$ cat src/hdl/mdec_pkg.sv
// Shared types, opcode constants and decode functions for the 8086 MOV decoder.
package mdec_pkg;

	// One input transaction: a raw code byte and the end-of-block mark
	typedef struct packed {
		logic [7:0] code_byte;
		logic       end_of_block;
	} in_item_t;

	// One decoded MOV record
	typedef struct packed {
		logic        form;
		logic        wide;
		logic        reg_is_destination;
		logic [2:0]  reg_code;
		logic [2:0]  rm_code;
		logic [1:0]  mode;
		logic        direct_address;
		logic [1:0]  disp_bytes;
		logic [15:0] displacement;
		logic [15:0] immediate;
	} out_item_t;

	// Parse phase
	typedef enum logic [2:0] {
		PH_OPCODE  = 3'd0,
		PH_IMM_LO  = 3'd1,
		PH_IMM_HI  = 3'd2,
		PH_MODRM   = 3'd3,
		PH_DISP_LO = 3'd4,
		PH_DISP_HI = 3'd5
	} phase_t;

	// Record form codes
	localparam logic FORM_IMM_TO_REG = 1'b0;
	localparam logic FORM_RM_REG     = 1'b1;

	// Opcode match patterns
	localparam logic [7:0] IMM_OPC_MASK = 8'hF0;
	localparam logic [7:0] IMM_OPC_VAL  = 8'hB0;
	localparam logic [7:0] RM_OPC_MASK  = 8'hFC;
	localparam logic [7:0] RM_OPC_VAL   = 8'h88;

	// ModRM mod field codes
	localparam logic [1:0] MOD_MEM_NO_DISP = 2'd0;
	localparam logic [1:0] MOD_MEM_DISP8   = 2'd1;
	localparam logic [1:0] MOD_MEM_DISP16  = 2'd2;
	localparam logic [1:0] MOD_REGISTER    = 2'd3;
	localparam logic [2:0] RM_DIRECT       = 3'b110;

	// Number of displacement bytes that follow a ModRM byte
	function automatic logic [1:0] disp_count(input logic [7:0] modrm);
		logic [1:0] md;
		logic [1:0] cnt;
		md = modrm[7:6];
		case (md)
			MOD_MEM_DISP8:   cnt = 2'd1;
			MOD_MEM_DISP16:  cnt = 2'd2;
			MOD_MEM_NO_DISP: cnt = (modrm[2:0] == RM_DIRECT) ? 2'd2 : 2'd0;
			default:         cnt = 2'd0;
		endcase
		return cnt;
	endfunction

	// Record for the immediate-to-register form
	function automatic out_item_t put_imm(input logic [7:0] opc, input logic [15:0] imm);
		out_item_t r;
		r.form               = FORM_IMM_TO_REG;
		r.wide               = opc[3];
		r.reg_is_destination = 1'b1;
		r.reg_code           = opc[2:0];
		r.rm_code            = 3'd0;
		r.mode               = MOD_REGISTER;
		r.direct_address     = 1'b0;
		r.disp_bytes         = 2'd0;
		r.displacement       = 16'd0;
		r.immediate          = imm;
		return r;
	endfunction

	// Record for the register/memory form
	function automatic out_item_t put_rm(input logic [7:0] opc, input logic [7:0] modrm,
			input logic [15:0] disp);
		out_item_t r;
		r.form               = FORM_RM_REG;
		r.wide               = opc[0];
		r.reg_is_destination = opc[1];
		r.reg_code           = modrm[5:3];
		r.rm_code            = modrm[2:0];
		r.mode               = modrm[7:6];
		r.direct_address     = (modrm[7:6] == MOD_MEM_NO_DISP) && (modrm[2:0] == RM_DIRECT);
		r.disp_bytes         = disp_count(modrm);
		r.displacement       = disp;
		r.immediate          = 16'd0;
		return r;
	endfunction

endpackage

$ cat src/hdl/x86_16_mov_instruction_decoder_unit.sv
// Top level of the 8086 MOV decoder: input register, parser and result register.
//
// Usage: feed the machine-code stream one byte per transaction on the input
// channel (in_valid/in_ready/in_item). Set end_of_block on the last byte of a
// block; a partly parsed instruction is then dropped and parsing restarts at
// an opcode. Each completed MOV (immediate to register, or reg/mem to/from
// register) yields one record transaction on the output channel
// (out_valid/out_ready/out_item). Other opcode bytes produce nothing.
//
// An accepted byte waits in the input register; if it completes an instruction,
// the record is loaded into the result register at the edge that parses the
// byte out of the input register, and is shown on the output from then on.
// Throughput: one byte per cycle while the result register can take any record
// the byte completes, set by the phase update of the parser between the input register and the result register.
//
// Reset clears both registers' valid flags and returns the parser to the
// opcode phase. When the receiver stalls, the waiting record stays in the
// result register, bytes that complete nothing keep flowing, and one more byte
// is held in the input register before in_ready drops.
module x86_16_mov_instruction_decoder_unit (
	input  logic                clk,
	input  logic                arst_n,
	input  logic                in_valid,
	output logic                in_ready,
	input  mdec_pkg::in_item_t  in_item,
	output logic                out_valid,
	input  logic                out_ready,
	output mdec_pkg::out_item_t out_item
);
	import mdec_pkg::*;

	logic      valid_s1;
	in_item_t  item_s1;
	logic      consume;
	logic      emit;
	out_item_t rec;
	logic      out_free;

	// Parse the held byte unless its record has nowhere to go
	assign consume = valid_s1 && (!emit || out_free);

	mdec_in_stage u_in (
		.clk      (clk),
		.arst_n   (arst_n),
		.in_valid (in_valid),
		.in_ready (in_ready),
		.in_item  (in_item),
		.consume  (consume),
		.valid_s1 (valid_s1),
		.item_s1  (item_s1)
	);

	mdec_parser u_parser (
		.clk    (clk),
		.arst_n (arst_n),
		.item   (item_s1),
		.step   (consume),
		.emit   (emit),
		.rec    (rec)
	);

	mdec_out_stage u_out (
		.clk       (clk),
		.arst_n    (arst_n),
		.load      (consume && emit),
		.rec       (rec),
		.free      (out_free),
		.out_valid (out_valid),
		.out_ready (out_ready),
		.out_item  (out_item)
	);

endmodule

$ cat src/hdl/mdec_in_stage.sv
// Input register stage: captures one code byte transaction per cycle while empty or while the held byte is consumed.
module mdec_in_stage (
	input  logic               clk,
	input  logic               arst_n,
	input  logic               in_valid,
	output logic               in_ready,
	input  mdec_pkg::in_item_t in_item,
	input  logic               consume,
	output logic               valid_s1,
	output mdec_pkg::in_item_t item_s1
);
	import mdec_pkg::*;

	// Accept when empty or when the held item leaves this cycle
	assign in_ready = !valid_s1 || consume;

	// Track occupancy
	always_ff @(posedge clk or negedge arst_n) begin
		if (!arst_n) begin
			valid_s1 <= 1'b0;
		end else if (in_valid && in_ready) begin
			valid_s1 <= 1'b1;
		end else if (consume) begin
			valid_s1 <= 1'b0;
		end
	end

	// Load payload on accept
	always_ff @(posedge clk) begin
		if (in_valid && in_ready) begin
			item_s1 <= in_item;
		end
	end

endmodule

$ cat src/hdl/mdec_parser.sv
// Parse state machine: tracks the MOV phase and builds the decoded record.
module mdec_parser (
	input  logic                clk,
	input  logic                arst_n,
	input  mdec_pkg::in_item_t  item,
	input  logic                step,
	output logic                emit,
	output mdec_pkg::out_item_t rec
);
	import mdec_pkg::*;

	phase_t     phase_q;
	phase_t     phase_next;
	logic [7:0] opcode_q;
	logic [7:0] modrm_q;
	logic [7:0] low_q;
	logic [7:0] b;

	assign b = item.code_byte;

	// Next phase
	always_comb begin
		case (phase_q)
			PH_IMM_LO:  phase_next = opcode_q[3] ? PH_IMM_HI : PH_OPCODE;
			PH_IMM_HI:  phase_next = PH_OPCODE;
			PH_MODRM:   phase_next = (disp_count(b) == 2'd0) ? PH_OPCODE : PH_DISP_LO;
			PH_DISP_LO: phase_next = (disp_count(modrm_q) == 2'd1) ? PH_OPCODE : PH_DISP_HI;
			PH_DISP_HI: phase_next = PH_OPCODE;
			default: begin
				if ((b & IMM_OPC_MASK) == IMM_OPC_VAL) begin
					phase_next = PH_IMM_LO;
				end else if ((b & RM_OPC_MASK) == RM_OPC_VAL) begin
					phase_next = PH_MODRM;
				end else begin
					phase_next = PH_OPCODE;
				end
			end
		endcase
		if (item.end_of_block) begin
			phase_next = PH_OPCODE;
		end
	end

	// Record and emit flag for the current byte
	always_comb begin
		emit = 1'b0;
		rec  = put_imm(opcode_q, {8'd0, b});
		case (phase_q)
			PH_IMM_LO: begin
				emit = !opcode_q[3];
			end
			PH_IMM_HI: begin
				emit = 1'b1;
				rec  = put_imm(opcode_q, {b, low_q});
			end
			PH_MODRM: begin
				emit = (disp_count(b) == 2'd0);
				rec  = put_rm(opcode_q, b, 16'd0);
			end
			PH_DISP_LO: begin
				emit = (disp_count(modrm_q) == 2'd1);
				rec  = put_rm(opcode_q, modrm_q, {8'd0, b});
			end
			PH_DISP_HI: begin
				emit = 1'b1;
				rec  = put_rm(opcode_q, modrm_q, {b, low_q});
			end
			default: begin
				emit = 1'b0;
			end
		endcase
	end

	// Advance the phase
	always_ff @(posedge clk or negedge arst_n) begin
		if (!arst_n) begin
			phase_q <= PH_OPCODE;
		end else if (step) begin
			phase_q <= phase_next;
		end
	end

	// Hold the partial fields
	always_ff @(posedge clk) begin
		if (step) begin
			case (phase_q)
				PH_IMM_LO:  low_q <= b;
				PH_MODRM:   modrm_q <= b;
				PH_DISP_LO: low_q <= b;
				PH_IMM_HI, PH_DISP_HI: begin
				end
				default:    opcode_q <= b;
			endcase
		end
	end

endmodule

$ cat src/hdl/mdec_out_stage.sv
// Result register: holds one decoded record until the receiver takes it.
module mdec_out_stage (
	input  logic                clk,
	input  logic                arst_n,
	input  logic                load,
	input  mdec_pkg::out_item_t rec,
	output logic                free,
	output logic                out_valid,
	input  logic                out_ready,
	output mdec_pkg::out_item_t out_item
);
	import mdec_pkg::*;

	// Slot is free when empty or being drained this cycle
	assign free = !out_valid || out_ready;

	// Track occupancy
	always_ff @(posedge clk or negedge arst_n) begin
		if (!arst_n) begin
			out_valid <= 1'b0;
		end else if (load) begin
			out_valid <= 1'b1;
		end else if (out_ready) begin
			out_valid <= 1'b0;
		end
	end

	// Capture a new record
	always_ff @(posedge clk) begin
		if (load) begin
			out_item <= rec;
		end
	end

endmodule

$ cat config.mk
export PLATFORM = sky130hd
export DESIGN_NAME = x86_16_mov_instruction_decoder_unit
export DESIGN_NICKNAME = d
export VERILOG_FILES = /design/src/hdl/mdec_pkg.sv /design/src/hdl/x86_16_mov_instruction_decoder_unit.sv /design/src/hdl/mdec_in_stage.sv /design/src/hdl/mdec_parser.sv /design/src/hdl/mdec_out_stage.sv
export SDC_FILE = /design/constraint.sdc
export NUM_CORES = 1
export LEC_CHECK = 0
export BUFFER_PORTS_ARGS = -buffer_cell sky130_fd_sc_hd__buf_2
export CAP_MARGIN = 20
export CORE_ASPECT_RATIO = 2
export CORE_MARGIN = 1.5
export CORE_UTILIZATION = 47
export DETAILED_ROUTE_END_ITERATION = 7
export PLACE_DENSITY = 0.72
export SYNTH_ARGS = -nofsm -noshare
export SYNTH_HDL_FRONTEND = slang
export SYNTH_SLANG_ARGS = --single-unit
$ cat constraint.sdc
create_clock -name clk -period 2.86 [get_ports clk]
set_input_delay 0.715 -clock clk [delete_from_list [all_inputs] [get_ports clk]]
set_output_delay 0.715 -clock clk [all_outputs]
set_load 0.02 [all_outputs]
* Word level (Yosys, flattened, before mapping)
Cells that the tools add are included.
Widths: inputs -> output; s select.
** Operators by class
- Equal/unequal tests :: 14
- Mux-type cells :: 19
- Bitwise gates (word level) :: 1
- Reductions and logical operators :: 23
** Operators by type and width (count)
- $pmux 46 s4 :: 1
- $eq 3x3->1 const B :: 4
- $mux 2 :: 6
- $mux 3 :: 4
- $pmux 2 s3 :: 2
- $pmux 3 s4 :: 1
- $eq 2x1->1 const B :: 3
- $eq 3x2->1 const B :: 2
- $eq 6x6->1 const B :: 1
- $logic_not 2->1 :: 3
- $reduce_and 2->1 :: 3
- $logic_and 1x1->1 :: 5
- $reduce_or 5->1 :: 1
- $eq 2x2->1 const B :: 2
- $eq 4x4->1 const B :: 1
- $logic_not 1->1 :: 4
- $mux 1 :: 4
- $pmux 1 s4 :: 1
- $reduce_bool 2->1 :: 2
- $reduce_or 2->1 :: 2
- $eq 3x1->1 const B :: 1
- $logic_or 1x1->1 :: 3
- $not 1->1 :: 1
** Word-level totals
- Bits in registers :: 80
- Word-level logic and storage cells :: 75

* Depth between registers and ports, before layout
Gate-level depths: netlist of the first run.
- Depth after elaboration :: 12
- Mapped depth :: 7

* By module
Synthesis of the first run repeated with hierarchy kept, for this count alone.
** Unflattened totals
- Cell total of the unflattened synthesis :: 218
- Area, all modules :: 3338.2 um2
** By module, submodules not included
- mdec_parser :: times used 1, cells an instance 153, area each 1566.5 um2, seq. area each 675.6 um2
- mdec_out_stage :: times used 1, cells an instance 49, area each 1428.9 um2, seq. area each 1406.3 um2
- mdec_in_stage :: times used 1, cells an instance 13, area each 324.1 um2, seq. area each 295.3 um2
- x86_16_mov_instruction_decoder_unit :: times used 1, cells an instance 3, area each 18.8 um2, seq. area each 0.0 um2

* Least setup slack after synthesis of the first run
Ideal clock, no wire load.
- Kind :: reg2reg
- Start point :: register u_parser.phase_q[2]
- End point :: register, netlist name u_out.out_item[0]
- Library setup time :: 408 ps
- Arrival :: 2183 ps
- Required time :: 2452 ps
- Setup slack :: 269 ps
- Stages on the path, launching flop included :: 5
- Buffers on the path :: 1
- Cells stage by stage :: dfrtp_1 buf_2 nand2b_1 o211ai_2 and3_1
** Between the ends
- Word-level cells in the longest chain between the ends :: 7
- Elaborated cells between the ends (all ways) :: 11
- Those cells by class :: 5 x eq/ne; 1 x mux; 5 x reduce/logical
** RTL lines
- from (decl) :: RTL line mdec_parser.sv:12 : phase_t phase_q;
- from (signal assigned) :: RTL line mdec_parser.sv:79 : phase_q <= phase_next;
- $eq 3x2->1 / $eq 3x3->1 (equally long branches) :: RTL line mdec_parser.sv:48 : case (phase_q)
- $reduce_or 2->1 (no source line)
- $pmux 1 s4 (*) :: RTL line mdec_parser.sv:48
- $logic_not 1->1 :: RTL line x86_16_mov_instruction_decoder_unit.sv:40 : assign consume = valid_s1 && (!emit || out_free);
- $logic_or 1x1->1 :: RTL line x86_16_mov_instruction_decoder_unit.sv:40
- $logic_and 1x1->1 :: RTL line x86_16_mov_instruction_decoder_unit.sv:40
- $logic_and 1x1->1 (*) :: RTL line x86_16_mov_instruction_decoder_unit.sv:65 : .load (consume && emit),
- via u_out.load :: RTL line mdec_out_stage.sv:5 : input logic load,
Mark *: on every way through the listed nets, which the timed path passes. The rest lies on a longest branch.
A chain may end at the register's enable or synchronous reset.

* Worst setup path in the final report of the first run
- Start point :: register, netlist name u_in.item_s1[1]
- End point :: output in_ready
** Between the ends
- Word-level cells in the longest chain between the ends :: 10
** RTL lines
- $eq 3x3->1 :: RTL line mdec_pkg.sv:59 : MOD_MEM_NO_DISP: cnt = (modrm[2:0] == RM_DIRECT) ? 2'd2 : 2'd0;
- $mux 2 :: RTL line mdec_pkg.sv:59
- $pmux 2 s3 :: RTL line mdec_pkg.sv:56 : case (md)
- $mux 2 :: RTL line mdec_parser.sv:48
- $logic_not 2->1 :: RTL line mdec_parser.sv:57 : emit = (disp_count(b) == 2'd0);
- $pmux 1 s4 :: RTL line mdec_parser.sv:48
- $logic_not 1->1 :: RTL line x86_16_mov_instruction_decoder_unit.sv:40
- $logic_or 1x1->1 :: RTL line x86_16_mov_instruction_decoder_unit.sv:40
- $logic_and 1x1->1 :: RTL line x86_16_mov_instruction_decoder_unit.sv:40
- $logic_or 1x1->1 :: RTL line mdec_in_stage.sv:15 : assign in_ready = !valid_s1 || consume;
- to (decl) :: RTL line x86_16_mov_instruction_decoder_unit.sv:24 : output logic in_ready,
Every way passes these cells. The select of a mux whose other input is x is not followed.

==> summary.md, run 1 <==
| Metric | Value |
|---|---|
| Outcome | completed |
| Die ar. | 7630 µm² |
| Clock Sink Count | 80 |
| Max Slew Vio Count | 0 |
| Design Area, Final | 4060 µm² |
| Placed inst area | 3750 µm² |
| Post-route DRC | 0 |
| Critical path's slowest cell | edfxtp_1 |
| Synth top area cells | edfxtp_1 (68%), dfrtp_1 (3.8%), nor2_1 (2.6%) |
| Most common cell after layout, fill and taps aside | edfxtp_1 |
| Total wire length | 6630 µm |
| IO buf count | 60 |
| # Post-CTS Setup Buffers | 0 |
| Sequential fraction of the synthesis area | 0.714 |
| Power Dens Cells | 922 nW/µm² |
| RSZ-0062 raised after global routing | false |
| CTS tree | done |
| Reg2reg setup slack | 0.51 ns |
| Antenna Diode Count | 0 |
| Synthesized cell area | 3330 µm² |
| Crit path capture type | primary output |
| Hold Path Class | in -> async |
| Syn avg cell area | 14.4 µm² |
| Die height | 122 µm |
| Final period util | 0.936 |
| Seq cells post-synth | 80 |
| DR WL/cell | 16.9 µm |
| H-tree depth | 3 |
| Pin count of the biggest net entering global routing | 47 |
| Vias per cell | 5.42 |
| CTS max path bufs | 2 |
| Reg2reg path depth | 5 |
| Initial Utilization | 0.484 |
| Synth Instances | 231 |
| Initial antenna violation count | 0 |
| Startpoint types | flop |
| Synth warnings | 0 |
| Peak VDD IR | 0.495 mV |
| Syn Nets | 245 |
| Top FF cell, synth | edfxtp_1 |
| Vias in the first global route | 2059 |
| IO Pins | 61 |
| Area leader, netlist | edfxtp_1 |
| Max incr delay on CP | 0.53 ns |
| GRT Total Usage | 0.187 |
| Post-route clock skew | 0.00545 ns |
| ANT nets after route | 0 |
| Fin nets | 312 |
| Area delta synth->final | 21.9% |
| Final hold violation count | 0 |
| Share of the synthesized area in the top cell type | 0.676 |
| Number of synthesized flops with an enable pin | 75 |
| Starting DRT DRC Count | 74 |
| Clock root buffer master | clkbuf_16 |
| Setup TNS | 0 ns |
| CORE AREA | 6890 µm² |
| First-pass GRT wire length | 10400 µm |
| Synth cell types | 42 |
| Crit path time final | 2.68 ns |
| DRT Pass-1 Iters | 4 |
| FFs w/ async S/R, synth | 0.0625 |
| Commonest cells after routing, fill and taps aside | edfxtp_1 (75), buf_2 (60), nor2_1 (23) |
| Crit Path Class | reg -> out |
| Cts repair resizes | 0 |
| Max-Cap Viols | 0 |
| Reg clk slew, reported paths | 0.06 ns |
| Leakage | 0.00154 µW |
| Final WS setup | 0.182 ns |
| Row count | 43 |
| Worst-path maximum fanout | 9 |
| Post-CTS Hold Buffers | 0 |
| Worst skew pair latency | 0.34 ns |
| DP Worst Slack | 0.519 ns |
| CTS Buf Count | 9 |
| Grt ovf | 0 |
| R2r endpoint | u_parser.modrm_q[4] |
| Placer Congestion | 0.875 |
| RR Startpoint | u_in.item_s1[1] |
| Via count | 2126 |
| Slew HR | 0.557 |
| Number of setup violations in the final report | 0 |
| Layout cells sized above 1 | 0.308 |
| Hpwl dp | 4480 µm |
| Maximum clock rate | 373 MHz |
| Cell Chain, Critical Path | nand3b_1, o21ai_1, o211ai_2, and3_1, inv_1, buf_2 |
| Slew @ Worst Pin | 0.662 ns |
| Die Span X | 62.5 µm |
| Crit path arrival time | 1.96 ns |
| Required @ worst endpoint | 2.14 ns |
## critical path, delay by kind of cell, from the launching register on
| family | cells | cell delay, ns |
|---|---|---|
| DFF | 1 | 0.53 |
| and+or+nand+nor | 2 | 0.51 |
| AOI/OAI and AO/OA | 2 | 0.38 |
| buffers and inverters | 2 | 0.20 |
## cells by family (layout without fill, tap and decap cells)
group                    count (synthesis)  count (layout)  synth area share
XOR/XNOR                                 2               2           0.00526
AO/OA/AOI/OAI                           46              46             0.103
multiplexers                             9               9            0.0285
flip-flops                              80              80             0.714
buffers and inverters                   18              89            0.0240
adder cells (fa/ha/maj)                  1               1           0.00376
AND/OR/NAND/NOR                         75              75             0.122
## registers in the layout (all words and copies together), names as in the netlist
| name | flops |
|---|---|
| u_in.item_s1 | 9 |
| u_in.valid_s1 | 1 |
| u_out.out_item | 46 |
| u_out.out_valid | 1 |
| u_parser.low_q | 8 |
| u_parser.modrm_q | 8 |
| u_parser.opcode_q | 4 |
| u_parser.phase_q | 3 |
## cell type report
class	count	area [µm²]
clock buffer	9	225
timing repair buffer	69	368
tap	90	113
fill	594	2830
multi-input combinational	133	875
inverter	5	18.8
sequential	80	2380
clock inverter	6	85.1
## worst max path at each step
stage                               end           startpoint  slack (ns)  depth (start not counted)
CTS                            in_ready      u_in.item_s1[1]        0.19                          6
global placement               in_ready      u_in.item_s1[1]        0.62                          6
finish                         in_ready      u_in.item_s1[1]        0.18                          6
floorplan             u_out.out_item[0]  u_parser.phase_q[2]        0.27                          4
detailed placement  u_parser.modrm_q[4]      u_in.item_s1[1]        0.52                          5
global route                   in_ready      u_in.item_s1[7]        0.07                          6
## synthesized netlist by cell type, types with 2 or more instances
cell and instances:
a21oi_1 7, nor2b_1 4, or2_2 2, and3_1 10
o22a_1 2, a31oi_1 3, nor3_1 2, nand2_1 9
nor2_1 23, o21ai_0 7, a22o_1 8, a22oi_1 7
edfxtp_1 75, mux2i_1 8, a211o_1 4, xnor2_1 2
inv_1 5, dfrtp_1 5, buf_2 4, clkbuf_1 8
nor4_1 2, and2_1 8, nand2b_1 7
## where the power goes
part	internal (µW)	switching, µW
Combinational	318	590
Sequential	1550	98.0
Clock	755	431
Total	2620	1120
## stage by stage
| stage | total power, µW | utilization | hold slack, ns | cells |
|---|---|---|---|---|
| floorplan | 2300 | - | 0.419 | 231 |
| global placement | 2570 | 0.545 | 0.524 | 377 |
| detailed placement | 2580 | 0.545 | 0.523 | 377 |
| CTS | 3770 | 0.590 | 0.175 | 392 |
| global route | 3910 | 0.590 | 0.178 | 392 |
| finish | 3740 | 0.590 | 0.183 | 392 |
## layer usage
layer | routed length (µm) | vias to the layer above | GRT usage
li1 | - | 1007 | -
met1 | 2540 | 1016 | 0.208
met2 | 3480 | 85 | 0.296
met3 | 393 | 18 | 0.0628
met4 | 223 | 0 | 0.139
met5 | 0 | - | 0
No activity file was read; power rests on OpenSTA's default activity.
==> run 2, diff against run 1 <==
--- a/config.mk
+++ b/config.mk
@@ -5,13 +5,13 @@
 export SDC_FILE = /design/constraint.sdc
 export NUM_CORES = 1
 export LEC_CHECK = 0
-export BUFFER_PORTS_ARGS = -buffer_cell sky130_fd_sc_hd__buf_2
 export CAP_MARGIN = 20
 export CORE_ASPECT_RATIO = 2
 export CORE_MARGIN = 1.5
 export CORE_UTILIZATION = 47
 export DETAILED_ROUTE_END_ITERATION = 7
-export PLACE_DENSITY = 0.72
+export DONT_BUFFER_PORTS = 1
+export PLACE_DENSITY = 0.65
 export SYNTH_ARGS = -nofsm -noshare
 export SYNTH_HDL_FRONTEND = slang
 export SYNTH_SLANG_ARGS = --single-unit
==> run 2 against run 1 <==
Effect of this change:
- sequential power rose by 11%
- design area is 7.6% lower
- worst setup slack better by 0.070 ns
- final cell count is 15% lower
- via count fell by 12%
==> summary.md, run 2 (synthesized netlist as in run 1, its figures left out) <==
| Metric | Value |
|---|---|
| Hpwl dp | 4440 µm |
| ANT nets after route | 0 |
| Clock share of power | 0.304 |
| DRT Pass-1 Iters | 4 |
| Row count | 43 |
| Max Slew Vio Count | 0 |
| Post-route clock skew | 0.00419 ns |
| Fin cells | 334 |
| First-pass GRT wire length | 10300 µm |
| P_int | 2470 µW |
| Number of setup violations in the final report | 0 |
| Initial antenna violation count | 0 |
| Total wire length | 6400 µm |
| Crit path time final | 2.61 ns |
| Most common cell after layout, fill and taps aside | edfxtp_1 |
| GRT Total Usage | 0.185 |
| Layout cells sized above 1 | 0.131 |
| Clock root buffer master | clkbuf_16 |
| Final period util | 0.912 |
| Initial Utilization | 0.484 |
| Cell Chain, Critical Path | nand3b_1, o21ai_1, o211ai_2, and3_1, inv_1 |
| Startpoint types | flop |
| GR Util met2 | 0.334 |
| Max reg flops | 46 |
| Critical path's slowest cell | edfxtp_1 |
| Last element of the critical path | in_ready |
| Launch point of the worst path | u_in.item_s1[1] |
| Reg2reg setup slack | 0.54 ns |
| Area delta synth->final | 12.6% |
| Multi-input gate area | 875 µm² |
| CTS max path bufs | 2 |
| RR Startpoint | u_in.item_s1[1] |
| Hold Path Class | in -> async |
| Grt ovf | 0 |
| Vias per cell | 5.61 |
| Met3 Usage GRT | 0.0517 |
| Sw Ratio | 0.301 |
| Seq. cell area | 2380 µm² |
| R2r endpoint | u_parser.modrm_q[2] |
| Fin nets | 253 |
| # Post-CTS Setup Buffers | 0 |
| Die ar. | 7630 µm² |
| Worst-path maximum fanout | 9 |
| Largest regs | u_out.out_item (46), u_in.item_s1 (9) |
| Crit Path Class | reg -> out |
| Outcome | completed |
| CP Buf/Inv Count | 1 |
| Peak VDD IR | 0.597 mV |
| Leakage | 0.00130 µW |
| Vias in the first global route | 1985 |
| CTS tree | done |
| Crit path capture type | primary output |
| CTS Buf Count | 9 |
| GRT Max-Usage Layer | met2 |
| Power Dens Cells | 943 nW/µm² |
| Min Hold Slack | 0.0694 ns |
| Cts repair resizes | 0 |
| Cell depth of the worst setup path | 5 |
| Slew @ Worst Pin | 0.651 ns |
| Reg2reg path depth | 5 |
| Setup TNS | 0 ns |
| CORE AREA | 6890 µm² |
| Fillers | 629 |
| Clock Sink Count | 80 |
| Max incr delay on CP | 0.52 ns |
| IO buf count | 0 |
| Pin count of the biggest net entering global routing | 47 |
| Antenna Diode Count | 0 |
| Die Span X | 62.5 µm |
| Placed cells | 318 |
| Die height | 122 µm |
| H-tree depth | 3 |
| DR WL/cell | 19.2 µm |
| Met1 Resource Use GR | 0.185 |
| Placer Congestion | 0.919 |
| Post-route DRC | 0 |
| Crit path arrival time | 1.89 ns |
| IO Pins | 61 |
| Switch Pwr | 1060 µW |
| Max-Cap Viols | 0 |
| Sequential Power Share | 0.516 |
| Worst path top cell family by delay | flip-flops |
| Final hold violation count | 0 |
| Post-CTS Hold Buffers | 0 |
| Largest Register | u_out.out_item |
| Reg clk slew, reported paths | 0.06 ns |
| Worst skew pair latency | 0.33 ns |
| Maximum clock rate | 383 MHz |
| Required @ worst endpoint | 2.14 ns |
| Commonest cells after routing, fill and taps aside | edfxtp_1 (75), nor2_1 (23) |
| RSZ-0062 raised after global routing | false |
| Slew HR | 0.565 |
| Starting DRT DRC Count | 98 |
| Comb pwr share | 0.180 |
| Via count | 1875 |
-- run 2: power groups by stage --
stage / sequential, µW / combinational, µW / clock, µW
3_3_place_gp: 1850 / 638 / 0
4_1_cts: 1830 / 644 / 1100
5_1_grt: 1850 / 708 / 1140
6_report: 1830 / 636 / 1080
3_5_place_dp: 1850 / 640 / 0
2_1_floorplan: 1800 / 495 / 0
-- run 2: per-stage QoR --
step | instance area [µm²] | power (µW) | setup slack [ns] | utilization
after detailed placement | 3470 | 2490 | 0.557 | 0.504
final | 3750 | 3540 | 0.252 | 0.545
after global placement | 3470 | 2480 | 0.684 | 0.504
after floorplan | 3330 | 2300 | 0.269 | -
after CTS | 3750 | 3580 | 0.230 | 0.545
after global routing | 3750 | 3700 | 0.0972 | 0.545
-- run 2: how the worst min path moves through the flow --
stage	slack, ns	cells after the start	to
after floorplan	0.42	0	u_in.valid_s1
after global placement	0.42	0	u_parser.phase_q[0]
after global routing	0.05	0	u_in.valid_s1
after detailed placement	0.42	0	u_parser.phase_q[0]
final	0.07	0	u_in.valid_s1
after CTS	0.05	0	u_in.valid_s1
-- run 2: worst register-to-register path, stage by stage (launching register included) --
cell and delay [ns]:
edfxtp_1 0.52, nand3b_1 0.27, o21ai_1 0.22, o211ai_2 0.15
a21bo_4 0.28, nor2_1 0.51
-- run 2: area by class of cell --
type,count,area share
multi-input cells,133,0.233
clock buffers,11,0.0620
repair buffers,10,0.0233
well taps,90,0.0300
inverters,5,0.00500
flip-flops and latches,80,0.634
clock inverters,5,0.0127
-- run 2: metal layers --
| layer | wire length (µm) | vias to the layer above |
|---|---|---|
| met5 | 0 | - |
| met4 | 199 | 0 |
| met3 | 209 | 14 |
| met2 | 3630 | 52 |
| met1 | 2370 | 923 |
| li1 | - | 886 |
